## src/rtl/cyclic_negacyclic_poly_multiplier_top_defines.svh

```systemverilog
// Assertion macros for the polynomial multiplier.
`ifndef CYCLIC_NEGACYCLIC_POLY_MULTIPLIER_TOP_DEFINES_SVH
`define CYCLIC_NEGACYCLIC_POLY_MULTIPLIER_TOP_DEFINES_SVH

// same-cycle implication, checked out of reset
`define CNPM_ASSERT_IMP(label, ante, cons, msg) \
   label: assert property (@(posedge clock) disable iff (reset) (ante) |-> (cons)) \
      else $error(msg);

// next-cycle implication, checked out of reset
`define CNPM_ASSERT_NEXT(label, ante, cons, msg) \
   label: assert property (@(posedge clock) disable iff (reset) (ante) |=> (cons)) \
      else $error(msg);

`endif

```

## src/rtl/cnpm_pkg.sv

```systemverilog
// Shared types and constants for the polynomial multiplier.
package cnpm_pkg;

   localparam int unsigned DEFAULT_MAX_LENGTH = 512;
   localparam int unsigned COEFF_WIDTH        = 9;
   localparam int unsigned INDEX_WIDTH        = 9;
   localparam int unsigned CMD_WIDTH          = 2;
   localparam int unsigned LENGTH_WIDTH       = 10;
   localparam int unsigned CSR_INDEX_WIDTH    = 4;
   localparam int unsigned CSR_DATA_WIDTH     = 10;
   localparam int unsigned RESET_RING_LENGTH  = 512;
   localparam int unsigned MIN_RING_LENGTH    = 2;

   localparam int unsigned COEFF_MOD   = 499;
   localparam int unsigned PROD_WIDTH  = 2 * COEFF_WIDTH;
   localparam int unsigned MOD_SHIFT   = 27;
   localparam int unsigned MOD_RECIP   = (1 << MOD_SHIFT) / COEFF_MOD;
   localparam int unsigned RECIP_WIDTH = 19;

   localparam logic [CSR_INDEX_WIDTH-1:0] CSR_REDUCTION_MODE = 4'd0;
   localparam logic [CSR_INDEX_WIDTH-1:0] CSR_RING_LENGTH    = 4'd1;

   typedef enum logic [CMD_WIDTH-1:0] {
      CMD_LOAD_FIRST  = 2'd0,
      CMD_LOAD_SECOND = 2'd1,
      CMD_MULTIPLY    = 2'd2,
      CMD_READ        = 2'd3
   } cmd_type;

   typedef enum logic [2:0] {
      ST_IDLE,
      ST_WRAP_Q,
      ST_WRAP_R,
      ST_EXEC,
      ST_READ,
      ST_MUL_RUN,
      ST_MUL_DRAIN,
      ST_MUL_CLEAR
   } state_type;

   typedef struct packed {
      logic valid;
      logic neg;
      logic first;
      logic last;
   } mac_ctl_type;

endpackage

```

## src/rtl/cnpm_mac.sv

```systemverilog
// Pipelined multiply, reduce mod 499, optional negate and modular accumulate.
module cnpm_mac (
   input  logic                                clock,
   input  logic                                reset,
   input  cnpm_pkg::mac_ctl_type               ctl,
   input  logic [cnpm_pkg::COEFF_WIDTH-1:0]    op_a,
   input  logic [cnpm_pkg::COEFF_WIDTH-1:0]    op_b,
   output logic                                res_valid,
   output logic [cnpm_pkg::COEFF_WIDTH-1:0]    res_coeff
);

   localparam int unsigned CW = cnpm_pkg::COEFF_WIDTH;
   localparam int unsigned PW = cnpm_pkg::PROD_WIDTH;
   localparam int unsigned WW = PW + cnpm_pkg::RECIP_WIDTH;
   localparam int unsigned RW = CW + 1;

   cnpm_pkg::mac_ctl_type ctl1_ff, ctl2_ff, ctl3_ff, ctl4_ff;
   logic [PW-1:0] prod_ff, prod2_ff;
   logic [CW-1:0] q_ff;
   logic [RW-1:0] rem_ff;
   logic [CW-1:0] term_ff;
   logic [CW-1:0] acc_ff;
   logic          res_valid_ff;

   logic [WW-1:0] q_wide;
   logic [PW-1:0] q_mul;
   logic [PW-1:0] rem_wide;
   logic [CW-1:0] red;
   logic [CW-1:0] term_in;
   logic [RW-1:0] acc_sum;
   logic [CW-1:0] acc_in;

   always_comb begin
      q_wide   = WW'(prod_ff) * WW'(cnpm_pkg::MOD_RECIP);
      q_mul    = PW'(q_ff) * PW'(cnpm_pkg::COEFF_MOD);
      rem_wide = prod2_ff - q_mul;
      if (rem_ff >= RW'(cnpm_pkg::COEFF_MOD)) begin
         red = CW'(rem_ff - RW'(cnpm_pkg::COEFF_MOD));
      end else begin
         red = CW'(rem_ff);
      end
      if (ctl3_ff.neg && (red != '0)) begin
         term_in = CW'(cnpm_pkg::COEFF_MOD) - red;
      end else begin
         term_in = red;
      end
      acc_sum = RW'(term_ff) + (ctl4_ff.first ? '0 : RW'(acc_ff));
      if (acc_sum >= RW'(cnpm_pkg::COEFF_MOD)) begin
         acc_in = CW'(acc_sum - RW'(cnpm_pkg::COEFF_MOD));
      end else begin
         acc_in = CW'(acc_sum);
      end
   end

   always_ff @(posedge clock) begin
      if (reset) begin
         ctl1_ff      <= '0;
         ctl2_ff      <= '0;
         ctl3_ff      <= '0;
         ctl4_ff      <= '0;
         res_valid_ff <= 1'b0;
      end else begin
         ctl1_ff      <= ctl;
         ctl2_ff      <= ctl1_ff;
         ctl3_ff      <= ctl2_ff;
         ctl4_ff      <= ctl3_ff;
         res_valid_ff <= ctl4_ff.valid && ctl4_ff.last;
      end
   end

   always_ff @(posedge clock) begin
      prod_ff  <= PW'(op_a) * PW'(op_b);
      prod2_ff <= prod_ff;
      q_ff     <= q_wide[cnpm_pkg::MOD_SHIFT +: CW];
      rem_ff   <= rem_wide[RW-1:0];
      term_ff  <= term_in;
      if (ctl4_ff.valid) begin
         acc_ff <= acc_in;
      end
   end

   assign res_valid = res_valid_ff;
   assign res_coeff = acc_ff;

endmodule

```

## config.mk

```make
export PLATFORM = sky130hd
export DESIGN_NAME = cnpm_mac
export DESIGN_NICKNAME = d
export VERILOG_FILES = /design/src/rtl/cyclic_negacyclic_poly_multiplier_top_defines.svh /design/src/rtl/cnpm_pkg.sv /design/src/rtl/cnpm_mac.sv
export SDC_FILE = /design/constraint.sdc
export NUM_CORES = 1
export LEC_CHECK = 0
export ABC_AREA = 1
export ABC_CLOCK_PERIOD_IN_PS = 9800
export BUFFER_PORTS_ARGS = -buffer_cell sky130_fd_sc_hd__buf_2
export CORE_UTILIZATION = 40
export DETAILED_ROUTE_END_ITERATION = 7
export HOLD_SLACK_MARGIN = 0.15
export PLACE_DENSITY_LB_ADDON = 0.1
export SKIP_CTS_REPAIR_TIMING = 1
export SLEW_MARGIN = 10
export SYNTH_ARGS = -nofsm -noshare
export SYNTH_HDL_FRONTEND = slang
export SYNTH_SLANG_ARGS = --single-unit
```

## constraint.sdc

```tcl
create_clock -name clock -period 9.8 [get_ports clock]
set_input_delay 0 -clock clock [delete_from_list [all_inputs] [get_ports clock]]
set_output_delay 0 -clock clock [all_outputs]
set_load 0.05 [all_outputs]
```

==> key figures <==
Finish
  • Diodes inserted: 0
  • Share of layout cells above drive strength 1: roughly 4.6%
  • P&R area growth vs syn: 7.528%
  • Fin nets: roughly 2000
  • Fillers: ~3200

Die
  • Core ar.: approximately 0.031 mm²
  • Die Span Y: between 150 and 200 µm
  • Initial Utilization: between 40% and 50%
  • Die X: about 180 µm
  • IO Pins: 34
  • FP Rows: 64
  • Die Area: ~0.032 mm²

Detailed routing
  • DRC: 6
  • Antenna-violating nets left: 0
  • Routed WL: approximately 29000 µm
  • Initial DRC count: 388
  • DRT Pass-1 Iters: 6
  • Drt wl/cell: around 14 µm
  • DR vias: 9392
  • Via density: approximately 4.7

Setup path
  • Critical Path AT: around 5.5 ns
  • FF-to-FF Start: prod_ff[16]
  • Crit path kind: reg2reg
  • Crit end category: flip-flop
  • FF-to-FF End: q_ff[5]
  • Slowest stage delay, CP: around 0.55 ns
  • Crit path to: q_ff[5]
  • Critical Path RT: roughly 10 ns
  • R2r setup slk: ~4.5 ns
  • Slowest cell on crit path: fa_1
  • Worst-path fanout max: 8
  • Worst Reg2Reg Path Length in Cells: 20
  • CP Cell Sequence: ha_1 > xnor2_1 > inv_1 > ha_1 > or2_2 > fa_1 > fa_1 > fa_1 > inv_1 > fa_1 > inv_1 > ha_1 > a21oi_1 > o21ai_0 > nand2_1 > a21oi_1 > nor3_1 > nand2_1 > nand2_1 > nand2_1
  • Crit start category: flip-flop
  • Crit path from: prod_ff[16]

Outcome
  • Failing checks: DRC
  • Status: complete, but fails checks

Worst hold path
  • HP Start: op_b[1]
  • Worst min path class: in2reg

Clock network
  • Max clock buf depth: 2
  • Clk Latency, worst-skew pair: around 0.36 ns
  • CTS H-Tree Depth: 3
  • TritonCTS clock tree: built
  • Clk Tree Root Cell: clkbuf_16
  • CTS Buf Count: 9
  • CTS sink cnt: between 80 and 90
  • Clock transition at the registers of the reported paths: around 0.070 ns

Global route
  • GRT Residual Overflow: 0
  • Vias in the first global route: 9247
  • First-pass GRT wire length: ~47000 µm
  • Largest net degree at the start of global routing: 17
  • Gr usage total: 19.03%
  • Antenna violations before repair: 0

Yosys
  • Top cell type's share of synthesized area: 24.69%
  • Cell Area, Synth: between 0.01 and 0.015 mm²
  • Top_reg_cell synth: dfxtp_1
  • Avg Inst Size Synth: around 8 µm²
  • Synth async-reset ratio: 0%
  • Post-synth net total: about 2000
  • Largest area contributor in the netlist: fa_1
  • YS warnings: 0
  • Post-synthesis sequential area ratio: between 10% and 20%
  • Post-synth EDFFs: 9
  • Top cells by area, synth: fa_1, ha_1, inv_1, dfxtp_1, nand2_1
  • Library cells used by synthesis: 39
  • Syn Inst Count: ~1600
  • #FFs+latches synth: 81

STA
  • Final Hold Fails: 0
  • Total Negative Setup Slacks: 0 ns
  • Worst slew margin: a little under half
  • Slew @ Worst Pin: 0.7999 ns
  • Finish-stage setup viols: 0
  • Slew Viols, Final: 0
  • Period utilisation layout: between 50% and 60%
  • Final Skew: 0.01797 ns
  • Final worst path period need: approximately 5.3 ns
  • RSZ-0062 raised after global routing: no
  • Max Freq: approximately 0.19 GHz

Run
  • # Max-Cap Violations: 0

Place
  • Placer congestion estimate: 0.8685
  • Port Buf Inserts: 33
  • DP HPWL: 25150 µm
==> routing by layer <==
metal	track usage, %	wire (µm)	vias to the layer above
met2	31.28	13620	79
met3	2.672	709	21
met4	3.256	257	0
met1	26.67	14200	4494
met5	0	0	-
li1	-	-	4798
==> area by class of cell <==
type	instances	area [µm²]	share of cell area [%]
multi-input combinational	1044	9236	68.36
sequential	81	1712	12.67
inverter	405	1520	11.25
tap	396	495.5	3.667
timing repair buffer	44	275.3	2.037
clock buffer	10	229.0	1.695
clock inverter	6	43.79	0.3241
==> worst min path at each step <==
stage / endpoint / slack (ns) / cells after the start
6_report: prod_ff[1] / 0.13 / 4
5_1_grt: prod_ff[1] / 0.19 / 4
4_1_cts: ctl1_ff[2] / -0.16 / 3
3_5_place_dp: ctl1_ff[2] / 0.21 / 3
3_3_place_gp: ctl1_ff[1] / 0.20 / 3
2_1_floorplan: ctl1_ff[0] / 0.11 / 2
==> cells in the mapped netlist, types with 7 or more instances <==
| cell type | instances |
|---|---|
| fa_1 | 155 |
| o21ai_0 | 27 |
| o21bai_1 | 10 |
| dfxtp_1 | 72 |
| xor2_1 | 37 |
| a21oi_1 | 53 |
| nand4_1 | 11 |
| inv_1 | 404 |
| clkbuf_1 | 21 |
| nand2_1 | 304 |
| edfxtp_1 | 9 |
| a31oi_1 | 7 |
| ha_1 | 227 |
| xnor2_1 | 19 |
| nand3_1 | 64 |
| nor3_1 | 12 |
| a21o_1 | 9 |
| nor2_1 | 67 |
==> state kept, by name, summed over array words and instances (netlist names) <==
signal,count
ctl1_ff,4
ctl2_ff,4
q_ff,9
ctl3_ff,4
term_ff,9
ctl4_ff,3
rem_ff,10
prod_ff,18
prod2_ff,10
res_coeff,9
res_valid,1
==> worst max-delay path: cells and delay by family, from the launching register on <==
| kind | cells | cell delay (ns) |
|---|---|---|
| adders and majority gates | 7 | 2.96 |
| and+or+nand+nor | 6 | 0.82 |
| buffers and inverters | 3 | 0.17 |
| DFF | 1 | 0.50 |
| xor gates and xnor gates | 1 | 0.26 |
| AOI/OAI and AO/OA | 3 | 0.46 |
==> cell families after synthesis <==
| kind of cell | count (synthesis) | synth area share (%) |
|---|---|---|
| and+or+nand+nor | 490 | 16.94 |
| buffers and inverters | 428 | 12.87 |
| adders and majority gates | 382 | 47.30 |
| AOI/OAI and AO/OA | 116 | 5.367 |
| DFF | 81 | 13.62 |
| xor gates and xnor gates | 56 | 3.903 |
==> through the flow <==
stage               hold WS [ns]  cells  worst slack, ns  area (µm²)  util [%]
floorplan                 0.1070   1553            5.007       12570         -
global placement          0.2027   1959            4.516       13130     42.70
detailed placement        0.2119   1959            4.475       13130     42.70
CTS                      -0.1579   1975            4.476       13400     43.58
global route              0.1876   1986            4.210       13510     43.94
finish                    0.1296   1986            4.513       13510     43.94
==> cell usage in the layout (no fill, tap or decap), types with 4 or more instances in the layout <==
| cell | instances |
|---|---|
| xnor2_1 | 19 |
| nor3_1 | 12 |
| nand2_2 | 5 |
| dfxtp_1 | 72 |
| nand2_1 | 304 |
| clkbuf_16 | 9 |
| a31oi_1 | 7 |
| nor4_1 | 4 |
| xor2_1 | 37 |
| buf_2 | 33 |
| o21bai_1 | 10 |
| ha_1 | 227 |
| a21oi_1 | 53 |
| nand3b_1 | 4 |
| fa_1 | 155 |
| inv_1 | 404 |
| nand4_1 | 11 |
| nand3_1 | 64 |
| dlygate4sd3_1 | 11 |
| o21ai_0 | 27 |
| a21o_1 | 9 |
| nor2_1 | 67 |
| clkinvlp_4 | 4 |
| edfxtp_1 | 9 |
| nand2_4 | 5 |
Power is not shown: default switching activity piles up to over one toggle a cycle in this logic, so the estimate is an artifact.
